<file path="src/rtl/core/deq_pkg.sv">
`timescale 1ns / 1ps
// Shared types and constants for the double-ended symbol queue.
// No dependencies; used by the controller, the datapath and the top level.
package deq_pkg;

    // Default sizing of the queue
    localparam int DEFAULT_DEPTH       = 64;
    localparam int DEFAULT_SYMBOL_BITS = 16;

    // Operation code width and codes carried in the request tuser
    localparam int FUNC_BITS = 3;
    localparam logic [FUNC_BITS-1:0] FUNC_PUSH_BACK  = 3'd0;
    localparam logic [FUNC_BITS-1:0] FUNC_PUSH_FRONT = 3'd1;
    localparam logic [FUNC_BITS-1:0] FUNC_POP_BACK   = 3'd2;
    localparam logic [FUNC_BITS-1:0] FUNC_POP_FRONT  = 3'd3;
    localparam logic [FUNC_BITS-1:0] FUNC_CLEAR      = 3'd4;

    // Commands from the controller to the datapath
    typedef struct packed {
        logic accept;   // latch a new request
        logic exec;     // apply the operation, issue the pop read or the write
        logic back;     // capture popped data, issue the back peek read
        logic commit;   // load the result register
    } deq_cmd_t;

    // Status from the datapath to the controller
    typedef struct packed {
        logic out_free; // result register can take a new result this cycle
    } deq_status_t;

endpackage

</file>
<file path="src/rtl/core/deq_ram.sv">
`timescale 1ns / 1ps
// Generic simple dual-port RAM: one write port, one read port, registered read.
// No dependencies.
module deq_ram #(
    parameter int WIDTH = 16,
    parameter int DEPTH = 64,
    parameter int ADDR_W = (DEPTH > 1) ? $clog2(DEPTH) : 1
) (
    input  logic              aclk,
    input  logic              wr_en,
    input  logic [ADDR_W-1:0] wr_addr,
    input  logic [WIDTH-1:0]  wr_data,
    input  logic              rd_en,
    input  logic [ADDR_W-1:0] rd_addr,
    output logic [WIDTH-1:0]  rd_data
);

    logic [WIDTH-1:0] mem [DEPTH];
    logic [WIDTH-1:0] rd_data_reg;

    // Write port and registered read port
    always_ff @(posedge aclk) begin
        if (wr_en) begin
            mem[wr_addr] <= wr_data;
        end
        if (rd_en) begin
            rd_data_reg <= mem[rd_addr];
        end
    end

    assign rd_data = rd_data_reg;

endmodule

</file>
<file path="src/rtl/core/deq_ctrl.sv">
`timescale 1ns / 1ps
// Sequencing controller of the double-ended symbol queue.
// Depends on deq_pkg for the command and status structs.
module deq_ctrl (
    input  logic                 aclk,
    input  logic                 aresetn,
    input  logic                 s_axis_tvalid,
    output logic                 s_axis_tready,
    input  deq_pkg::deq_status_t status,
    output deq_pkg::deq_cmd_t    cmd
);

    typedef enum logic [3:0] {
        ST_IDLE   = 4'b0001,
        ST_EXEC   = 4'b0010,
        ST_BACK   = 4'b0100,
        ST_RESULT = 4'b1000
    } state_t;

    state_t state_reg, state_next;

    // Next state and commands
    always_comb begin
        state_next = state_reg;
        cmd        = '0;
        case (state_reg)
            ST_IDLE: begin
                if (s_axis_tvalid) begin
                    cmd.accept = 1'b1;
                    state_next = ST_EXEC;
                end
            end
            ST_EXEC: begin
                cmd.exec   = 1'b1;
                state_next = ST_BACK;
            end
            ST_BACK: begin
                cmd.back   = 1'b1;
                state_next = ST_RESULT;
            end
            ST_RESULT: begin
                // hold the peek data until the result register frees up
                if (status.out_free) begin
                    cmd.commit = 1'b1;
                    state_next = ST_IDLE;
                end
            end
            default: begin
                state_next = ST_IDLE;
            end
        endcase
    end

    // State register
    always_ff @(posedge aclk) begin
        if (!aresetn) begin
            state_reg <= ST_IDLE;
        end else begin
            state_reg <= state_next;
        end
    end

    assign s_axis_tready = (state_reg == ST_IDLE);

endmodule

</file>
<file path="src/rtl/core/deq_datapath.sv">
`timescale 1ns / 1ps
// Datapath of the double-ended symbol queue: front and count registers,
// circular symbol store, result register. Depends on deq_pkg and deq_ram.
module deq_datapath #(
    parameter int DEPTH       = deq_pkg::DEFAULT_DEPTH,
    parameter int SYMBOL_BITS = deq_pkg::DEFAULT_SYMBOL_BITS,
    parameter int IDX_W       = (DEPTH > 1) ? $clog2(DEPTH) : 1,
    parameter int CNT_W       = $clog2(DEPTH + 1)
) (
    input  logic                          aclk,
    input  logic                          aresetn,
    input  deq_pkg::deq_cmd_t             cmd,
    output deq_pkg::deq_status_t          status,
    input  logic [deq_pkg::FUNC_BITS-1:0] req_func,
    input  logic [SYMBOL_BITS-1:0]        req_symbol,
    input  logic                          m_ready,
    output logic                          m_valid,
    output logic [SYMBOL_BITS-1:0]        res_popped_symbol,
    output logic                          res_popped_valid,
    output logic [SYMBOL_BITS-1:0]        res_back_symbol,
    output logic                          res_back_valid,
    output logic [CNT_W-1:0]              res_entry_count,
    output logic                          res_push_dropped
);

    localparam int SUM_W = CNT_W + 1;

    // Request and queue state
    logic [deq_pkg::FUNC_BITS-1:0] func_reg;
    logic [SYMBOL_BITS-1:0]        symbol_reg;
    logic [IDX_W-1:0]              front_reg;
    logic [CNT_W-1:0]              count_reg;
    logic                          pop_ok_reg;
    logic                          dropped_reg;
    logic [SYMBOL_BITS-1:0]        popped_reg;

    // Result register
    logic                   out_valid_reg;
    logic [SYMBOL_BITS-1:0] out_popped_reg;
    logic                   out_pop_ok_reg;
    logic [SYMBOL_BITS-1:0] out_back_reg;
    logic                   out_back_ok_reg;
    logic [CNT_W-1:0]       out_count_reg;
    logic                   out_dropped_reg;

    logic                   full;
    logic                   empty;
    logic [SUM_W-1:0]       tail_sum;
    logic [SUM_W-1:0]       back_sum;
    logic [SUM_W-1:0]       tail_wrap;
    logic [SUM_W-1:0]       back_wrap;
    logic [IDX_W-1:0]       tail_pos;
    logic [IDX_W-1:0]       back_pos;
    logic [IDX_W-1:0]       front_dec;
    logic [IDX_W-1:0]       front_inc;

    logic                   ram_wr_en;
    logic [IDX_W-1:0]       ram_wr_addr;
    logic                   ram_rd_en;
    logic [IDX_W-1:0]       ram_rd_addr;
    logic [SYMBOL_BITS-1:0] ram_rd_data;

    logic                   is_pop;

    assign full  = (count_reg == CNT_W'(DEPTH));
    assign empty = (count_reg == '0);

    // Circular positions: first free slot past the back, and the back slot
    assign tail_sum  = SUM_W'(front_reg) + SUM_W'(count_reg);
    assign back_sum  = SUM_W'(front_reg) + SUM_W'(count_reg - CNT_W'(1));
    assign tail_wrap = (tail_sum >= SUM_W'(DEPTH)) ? tail_sum - SUM_W'(DEPTH) : tail_sum;
    assign back_wrap = (back_sum >= SUM_W'(DEPTH)) ? back_sum - SUM_W'(DEPTH) : back_sum;
    assign tail_pos  = tail_wrap[IDX_W-1:0];
    assign back_pos  = back_wrap[IDX_W-1:0];
    assign front_dec = (front_reg == '0) ? IDX_W'(DEPTH - 1) : front_reg - IDX_W'(1);
    assign front_inc = (front_reg == IDX_W'(DEPTH - 1)) ? '0 : front_reg + IDX_W'(1);

    // Store port control
    always_comb begin
        ram_wr_en   = 1'b0;
        ram_wr_addr = tail_pos;
        ram_rd_en   = 1'b0;
        ram_rd_addr = back_pos;
        is_pop      = 1'b0;
        if (cmd.exec) begin
            case (func_reg)
                deq_pkg::FUNC_PUSH_BACK: begin
                    ram_wr_en   = !full;
                    ram_wr_addr = tail_pos;
                end
                deq_pkg::FUNC_PUSH_FRONT: begin
                    ram_wr_en   = !full;
                    ram_wr_addr = front_dec;
                end
                deq_pkg::FUNC_POP_BACK: begin
                    is_pop      = !empty;
                    ram_rd_en   = !empty;
                    ram_rd_addr = back_pos;
                end
                deq_pkg::FUNC_POP_FRONT: begin
                    is_pop      = !empty;
                    ram_rd_en   = !empty;
                    ram_rd_addr = front_reg;
                end
                default: begin
                end
            endcase
        end else if (cmd.back) begin
            // peek the back with the updated front and count
            ram_rd_en   = 1'b1;
            ram_rd_addr = back_pos;
        end
    end

    // Front and count update
    always_ff @(posedge aclk) begin
        if (!aresetn) begin
            front_reg <= '0;
            count_reg <= '0;
        end else if (cmd.exec) begin
            case (func_reg)
                deq_pkg::FUNC_PUSH_BACK: begin
                    if (!full) begin
                        count_reg <= count_reg + CNT_W'(1);
                    end
                end
                deq_pkg::FUNC_PUSH_FRONT: begin
                    if (!full) begin
                        front_reg <= front_dec;
                        count_reg <= count_reg + CNT_W'(1);
                    end
                end
                deq_pkg::FUNC_POP_BACK: begin
                    if (!empty) begin
                        count_reg <= count_reg - CNT_W'(1);
                    end
                end
                deq_pkg::FUNC_POP_FRONT: begin
                    if (!empty) begin
                        front_reg <= front_inc;
                        count_reg <= count_reg - CNT_W'(1);
                    end
                end
                deq_pkg::FUNC_CLEAR: begin
                    front_reg <= '0;
                    count_reg <= '0;
                end
                default: begin
                end
            endcase
        end
    end

    // Request latch and per-request flags
    always_ff @(posedge aclk) begin
        if (cmd.accept) begin
            func_reg    <= req_func;
            symbol_reg  <= req_symbol;
            pop_ok_reg  <= 1'b0;
            dropped_reg <= 1'b0;
        end
        if (cmd.exec) begin
            pop_ok_reg  <= is_pop;
            dropped_reg <= full && ((func_reg == deq_pkg::FUNC_PUSH_BACK) ||
                                    (func_reg == deq_pkg::FUNC_PUSH_FRONT));
        end
        if (cmd.back) begin
            popped_reg <= pop_ok_reg ? ram_rd_data : '0;
        end
    end

    deq_ram #(
        .WIDTH (SYMBOL_BITS),
        .DEPTH (DEPTH),
        .ADDR_W(IDX_W)
    ) u_store (
        .aclk   (aclk),
        .wr_en  (ram_wr_en),
        .wr_addr(ram_wr_addr),
        .wr_data(symbol_reg),
        .rd_en  (ram_rd_en),
        .rd_addr(ram_rd_addr),
        .rd_data(ram_rd_data)
    );

    // Result register valid
    always_ff @(posedge aclk) begin
        if (!aresetn) begin
            out_valid_reg <= 1'b0;
        end else if (cmd.commit) begin
            out_valid_reg <= 1'b1;
        end else if (m_ready) begin
            out_valid_reg <= 1'b0;
        end
    end

    // Result register payload
    always_ff @(posedge aclk) begin
        if (cmd.commit) begin
            out_popped_reg  <= popped_reg;
            out_pop_ok_reg  <= pop_ok_reg;
            out_back_reg    <= empty ? '0 : ram_rd_data;
            out_back_ok_reg <= !empty;
            out_count_reg   <= count_reg;
            out_dropped_reg <= dropped_reg;
        end
    end

    assign status.out_free   = !out_valid_reg || m_ready;
    assign m_valid           = out_valid_reg;
    assign res_popped_symbol = out_popped_reg;
    assign res_popped_valid  = out_pop_ok_reg;
    assign res_back_symbol   = out_back_reg;
    assign res_back_valid    = out_back_ok_reg;
    assign res_entry_count   = out_count_reg;
    assign res_push_dropped  = out_dropped_reg;

endmodule

</file>
<file path="src/rtl/core/double_ended_symbol_queue.sv">
`timescale 1ns / 1ps
// Double-ended symbol queue: the top level, joining controller and datapath.
// Depends on deq_pkg, deq_ctrl, deq_datapath and deq_ram.

// A bounded deque of up to DEPTH symbols in a circular store. Each request
// carries an operation in s_axis_tuser (push back, push front, pop back, pop
// front, clear; other codes do nothing) and a symbol in s_axis_tdata. Every
// request yields exactly one result: the popped symbol and its valid flag,
// the symbol now at the back and its valid flag, the count after the
// operation, and a flag for a push refused because the queue was full.
// A request passes in turn through the steps latch, execute, back peek and
// result load, set by the store's single read port: a pop reads the removed
// symbol and then the new back symbol in turn. The result sits in an output
// register, so the next request is taken while the previous result waits.
// The store needs no clearing pass after reset; clear resets the pointers only.
module double_ended_symbol_queue #(
    parameter int DEPTH       = deq_pkg::DEFAULT_DEPTH,
    parameter int SYMBOL_BITS = deq_pkg::DEFAULT_SYMBOL_BITS,
    parameter int CNT_W       = $clog2(DEPTH + 1),
    parameter int IN_W        = ((SYMBOL_BITS + 7) / 8) * 8,
    parameter int OUT_W       = ((2 * SYMBOL_BITS + CNT_W + 3 + 7) / 8) * 8
) (
    input  logic                          aclk,
    input  logic                          aresetn,
    // request channel
    input  logic                          s_axis_tvalid,
    output logic                          s_axis_tready,
    input  logic [IN_W-1:0]               s_axis_tdata,  // symbol
    input  logic [deq_pkg::FUNC_BITS-1:0] s_axis_tuser,  // func
    // result channel
    output logic                          m_axis_tvalid,
    input  logic                          m_axis_tready,
    // popped_symbol, popped_valid, back_symbol, back_valid, entry_count,
    // push_dropped, zero fill
    output logic [OUT_W-1:0]              m_axis_tdata
);

    localparam int IDX_W       = (DEPTH > 1) ? $clog2(DEPTH) : 1;
    localparam int POP_LSB     = 0;
    localparam int POP_OK_BIT  = SYMBOL_BITS;
    localparam int BACK_LSB    = SYMBOL_BITS + 1;
    localparam int BACK_OK_BIT = 2 * SYMBOL_BITS + 1;
    localparam int CNT_LSB     = 2 * SYMBOL_BITS + 2;
    localparam int DROP_BIT    = 2 * SYMBOL_BITS + 2 + CNT_W;
    localparam int PAD_W       = OUT_W - (DROP_BIT + 1);

    deq_pkg::deq_cmd_t    cmd;
    deq_pkg::deq_status_t status;

    logic [SYMBOL_BITS-1:0] res_popped_symbol;
    logic                   res_popped_valid;
    logic [SYMBOL_BITS-1:0] res_back_symbol;
    logic                   res_back_valid;
    logic [CNT_W-1:0]       res_entry_count;
    logic                   res_push_dropped;

    deq_ctrl u_ctrl (
        .aclk         (aclk),
        .aresetn      (aresetn),
        .s_axis_tvalid(s_axis_tvalid),
        .s_axis_tready(s_axis_tready),
        .status       (status),
        .cmd          (cmd)
    );

    deq_datapath #(
        .DEPTH      (DEPTH),
        .SYMBOL_BITS(SYMBOL_BITS),
        .IDX_W      (IDX_W),
        .CNT_W      (CNT_W)
    ) u_datapath (
        .aclk             (aclk),
        .aresetn          (aresetn),
        .cmd              (cmd),
        .status           (status),
        .req_func         (s_axis_tuser),
        .req_symbol       (s_axis_tdata[SYMBOL_BITS-1:0]),
        .m_ready          (m_axis_tready),
        .m_valid          (m_axis_tvalid),
        .res_popped_symbol(res_popped_symbol),
        .res_popped_valid (res_popped_valid),
        .res_back_symbol  (res_back_symbol),
        .res_back_valid   (res_back_valid),
        .res_entry_count  (res_entry_count),
        .res_push_dropped (res_push_dropped)
    );

    // Pack the result fields, lowest field first
    assign m_axis_tdata = {{PAD_W{1'b0}}, res_push_dropped, res_entry_count,
                           res_back_valid, res_back_symbol,
                           res_popped_valid, res_popped_symbol};

`ifndef ASSERT_OFF
    // count reported never exceeds the capacity
    assert property (@(posedge aclk) disable iff (!aresetn)
        m_axis_tvalid |-> (m_axis_tdata[CNT_LSB +: CNT_W] <= CNT_W'(DEPTH)))
        else $error("entry_count above capacity");

    // back_valid tracks a nonzero count
    assert property (@(posedge aclk) disable iff (!aresetn)
        m_axis_tvalid |-> (m_axis_tdata[BACK_OK_BIT] ==
                           (m_axis_tdata[CNT_LSB +: CNT_W] != '0)))
        else $error("back_valid disagrees with entry_count");

    // a request is either a pop or a push, never both outcomes
    assert property (@(posedge aclk) disable iff (!aresetn)
        m_axis_tvalid |-> !(m_axis_tdata[POP_OK_BIT] && m_axis_tdata[DROP_BIT]))
        else $error("pop and dropped push flagged together");

    // a popped symbol is zero unless flagged valid
    assert property (@(posedge aclk) disable iff (!aresetn)
        (m_axis_tvalid && !m_axis_tdata[POP_OK_BIT]) |->
            (m_axis_tdata[POP_LSB +: SYMBOL_BITS] == '0))
        else $error("popped_symbol nonzero without a pop");

    // the block is busy in the cycle after taking a request
    assert property (@(posedge aclk) disable iff (!aresetn)
        (s_axis_tvalid && s_axis_tready) |=> !s_axis_tready)
        else $error("request taken while a request is in flight");
`endif

endmodule
</file>
<file path="config.mk">
export PLATFORM = sky130hd
export DESIGN_NAME = double_ended_symbol_queue
export DESIGN_NICKNAME = d
export VERILOG_FILES = /design/src/rtl/core/deq_pkg.sv /design/src/rtl/core/deq_ram.sv /design/src/rtl/core/deq_ctrl.sv /design/src/rtl/core/deq_datapath.sv /design/src/rtl/core/double_ended_symbol_queue.sv
export SDC_FILE = /design/constraint.sdc
export NUM_CORES = 1
export LEC_CHECK = 0
export ABC_AREA = 0
export BUFFER_PORTS_ARGS = -buffer_cell sky130_fd_sc_hd__buf_2
export CAP_MARGIN = 40
export CORE_AREA = 2 2 349 351
export DETAILED_ROUTE_END_ITERATION = 7
export DIE_AREA = 0 0 351 353
export GPL_TIMING_DRIVEN = 0
export PLACE_DENSITY = 0.64
export SLEW_MARGIN = 20
export SYNTH_ARGS = -nofsm -noshare
export SYNTH_HDL_FRONTEND = slang
export SYNTH_SLANG_ARGS = --single-unit
</file>
<file path="constraint.sdc">
create_clock -name aclk -period 6.9 [get_ports aclk]
set_clock_uncertainty 0.05 [all_clocks]
set_input_delay 0.345 -clock aclk [delete_from_list [all_inputs] [get_ports aclk]]
set_output_delay 0.345 -clock aclk [all_outputs]
set_load 0.1 [all_outputs]
</file>
==> qor.yml <==
outcome:
  outcome: "finished, violations left"
  violations: "negative setup slack"
detailed_routing:
  antenna_left: 0
  wire_per_inst_um: 30.30
  drc: 0
  vias_per_cell: 6.550
  drtIter0Drc: 5862
  vias: 40133
  firstDrtPassIters: 6
  routed_wl_mm: 185.6
pwr:
  clock_power_share_pct: 42.8
  peakVddDrop_uv: 230.1
  p_int_uw: 11990
  p_sw_uw: 3871
  leakage_uw: 0.01949
  powerDensity_nw_per_um2: 250.6
  p_seq_share_pct: 48.4
  switching_share_pct: 24.41
  share_comb_of_total_power_pct: 8.7
  total_power_uw: 15860
timing:
  finalCriticalPeriod_ps: 6999
  setup_ws_ps: -99.29
  report.final.hold_viol_count: 0
  rsz0062_at_grt: "false"
  worstMarginPinSlew_ps: 966.5
  setup_violations: 1
  slew_viol_final: 0
  timing.setup.tns_ps: -99.29
  relSlewSlack_pct: 35.57
  timing.fmax_mhz: 142.9
  post-route-period-util_pct: 101.4
grt:
  overflow: 0
  grt_max_degree: 31
  grt_pass1_wl_mm: 263.9
  track_usage_pct: 29.25
  grt_pass1_vias: 37839
  antenna_found_initial: 10
die:
  dieArea_sq_um: 123900
  core_sq_um: 120600
  die_w_um: 351
  num_rows: 128
  start_util_pct: 44.49
  die_y_um: 353
  io_pins: 73
layout:
  instances_no_fill: 6127
  drive_above_1_share_pct: 12.91
  largest_reg_flops: 1024
  seqCellArea_sq_um: 33960
  fin_util_pct: 52.48
  layout_commonest_cell: "edfxtp_1"
  final_cell_mix: "edfxtp_1 (1119), mux2i_1 (386), clkbuf_1 (346), nor2b_1 (325), o22ai_1 (257)"
  regMostFlops: "u_datapath.u_store.mem"
  nets: 4446
  n_antenna_cell: 0
  fillers: 10075
  multi_input_area_sq_um: 18220
  area_growth_pct: 17.95
logic_synthesis:
  avgSynthCellArea_sq_um: 13.43
  ys.flop_type: "edfxtp_1"
  synth_seq_cells: 1137
  synthCells: 3996
  yosysWarningCount: 0
  synth.distinct_cells: 61
  synth_edf_count: 1119
  synthArstFlopShare_pct: 0
  ys_seq_area_share_pct: 63.30
  synth_area_sq_um: 53650
worst_hold_path:
  hold_depth: 2
  min_to: "u_datapath.func_reg[0]"
  hold_class: "in -> reg"
  worstHoldStart: "s_axis_tuser[0]"
placement:
  gp_congestion: 0.9707
  dp_hpwl_mm: 136.1
  port_buffers: 66
  dp.cells: 5875
worst_setup_path:
  r2r_slack_ps: -100
  critPathMaxFanout: 13
  start_kind: "flip-flop"
  worstRegToRegCells: 14
  arrival_ps: 7300
  reg2reg_from: "u_datapath.front_reg[0]"
  required_ps: 7200
  end_kind: "flip-flop"
  r2r-end: "u_datapath.u_store.rd_data[7]"
  critPathKind: "reg -> reg"
clock_tree:
  cts_sinks: 1137
  cts_buffers: 120
  clk_pin_slew_ps: 60
  cts_buffer_depth: 3
  cts_tree: "yes"
  cts_root_buffer: "clkbuf_16"
  cts-htree-levels: 3
  clock_latency_ps: 770
  post_cts_buffers: 0
run:
  cap_violations: 0
==> power by group through the flow <==
stage               clock, uW  sequential, uW  combinational (uW)
finish                   6790            7680                1390
global route             7110            7680                1420
CTS                      6830            7680                1330
detailed placement          0            7830                1320
global placement            0            8050                 981
floorplan                   0            7880                 569
==> logic make-up (layout without fill, tap and decap cells) <==
family / Yosys count / after routing / share of synthesized area (%)
AND/OR/NAND/NOR: 871 / 871 / 9.303
buffers and inverters: 431 / 932 / 3.267
XOR/XNOR: 12 / 12 / 0.1959
AO/OA/AOI/OAI: 1133 / 1133 / 16.10
flip-flops: 1137 / 1137 / 63.30
other: 1 / 6 / 0.006989
multiplexers: 386 / 386 / 7.201
adder cells (fa/ha/maj): 25 / 25 / 0.6250
==> worst max path at each step <==
stage                       startpoint  depth (start not counted)  slack, ps                        endpoint
2_1_floorplan  u_datapath.front_reg[0]                         14       2420   u_datapath.u_store.mem[15][0]
3_3_place_gp   u_datapath.front_reg[0]                         14      -2160  u_datapath.u_store.rd_data[11]
3_5_place_dp   u_datapath.front_reg[0]                         17       -760  u_datapath.u_store.rd_data[11]
4_1_cts        u_datapath.front_reg[0]                         16        130  u_datapath.u_store.rd_data[10]
5_1_grt        u_datapath.front_reg[0]                         16         70   u_datapath.u_store.rd_data[6]
6_report       u_datapath.front_reg[0]                         14       -100   u_datapath.u_store.rd_data[7]
==> cell usage after synthesis, types with 94 or more instances <==
library cell / number / area share [%]
a211oi_1: 102 / 1.4
nand2_1: 94 / 0.66
edfxtp_1: 1119 / 63
clkbuf_1: 337 / 2.4
a2111oi_0: 192 / 3.1
and2_1: 96 / 1.1
a221oi_1: 192 / 3.1
nor2_1: 118 / 0.83
nand2b_1: 136 / 1.6
nor2b_1: 326 / 3.8
a21oi_1: 96 / 0.90
o22ai_1: 257 / 3.0
mux2i_1: 386 / 7.2
==> worst max-delay path: stages (launching register included) <==
cell	delay [ps]
dfxtp_1	440
clkbuf_2	420
clkinvlp_4	500
clkbuf_2	420
ha_1	360
clkbuf_1	480
buf_6	260
clkbuf_1	530
clkbuf_1	690
mux2i_1	270
mux2i_1	140
o2111ai_1	430
nor4_1	170
nor4_2	870
o2111ai_1	520
==> layout make-up <==
| cell class | instances | share of cell area, % |
|---|---|---|
| Clock buffer | 135 | 4.834 |
| Buffer | 399 | 2.590 |
| Tap cell | 1625 | 3.213 |
| Timing Repair Buffer | 277 | 5.053 |
| Sequential cell | 1137 | 53.67 |
| Inverter | 30 | 0.1839 |
| Multi-Input combinational cell | 2433 | 28.79 |
| Clock inverter | 91 | 1.671 |
==> metal layers <==
layer	GRT usage, %	part of all wire, %	vias up
met5	0	0.012	-
met4	13.40	5.0	4
met3	5.968	11	461
met2	44.58	45	2635
met1	40.31	39	20040
li1	-	-	16993
==> stage by stage <==
step	cell area [sq um]	setup WS, ps	hold slack, ps
floorplan	53670	2421	350.3
global placement	56040	-2157	353.9
detailed placement	58860	-758.2	354.5
CTS	63220	125.0	213.9
global route	63290	71.87	239.9
finish	63290	-99.29	255.7
==> repair_timing <==
| action | in CTS | in global routing |
|---|---|---|
| setup endpoints to repair | 687 | 12 |
| hold buffers | 22 | 0 |
| endpoints found under the hold margin | 23 | 0 |
| gates resized for setup | 6 | 4 |
(Power assumes the default switching activity.)
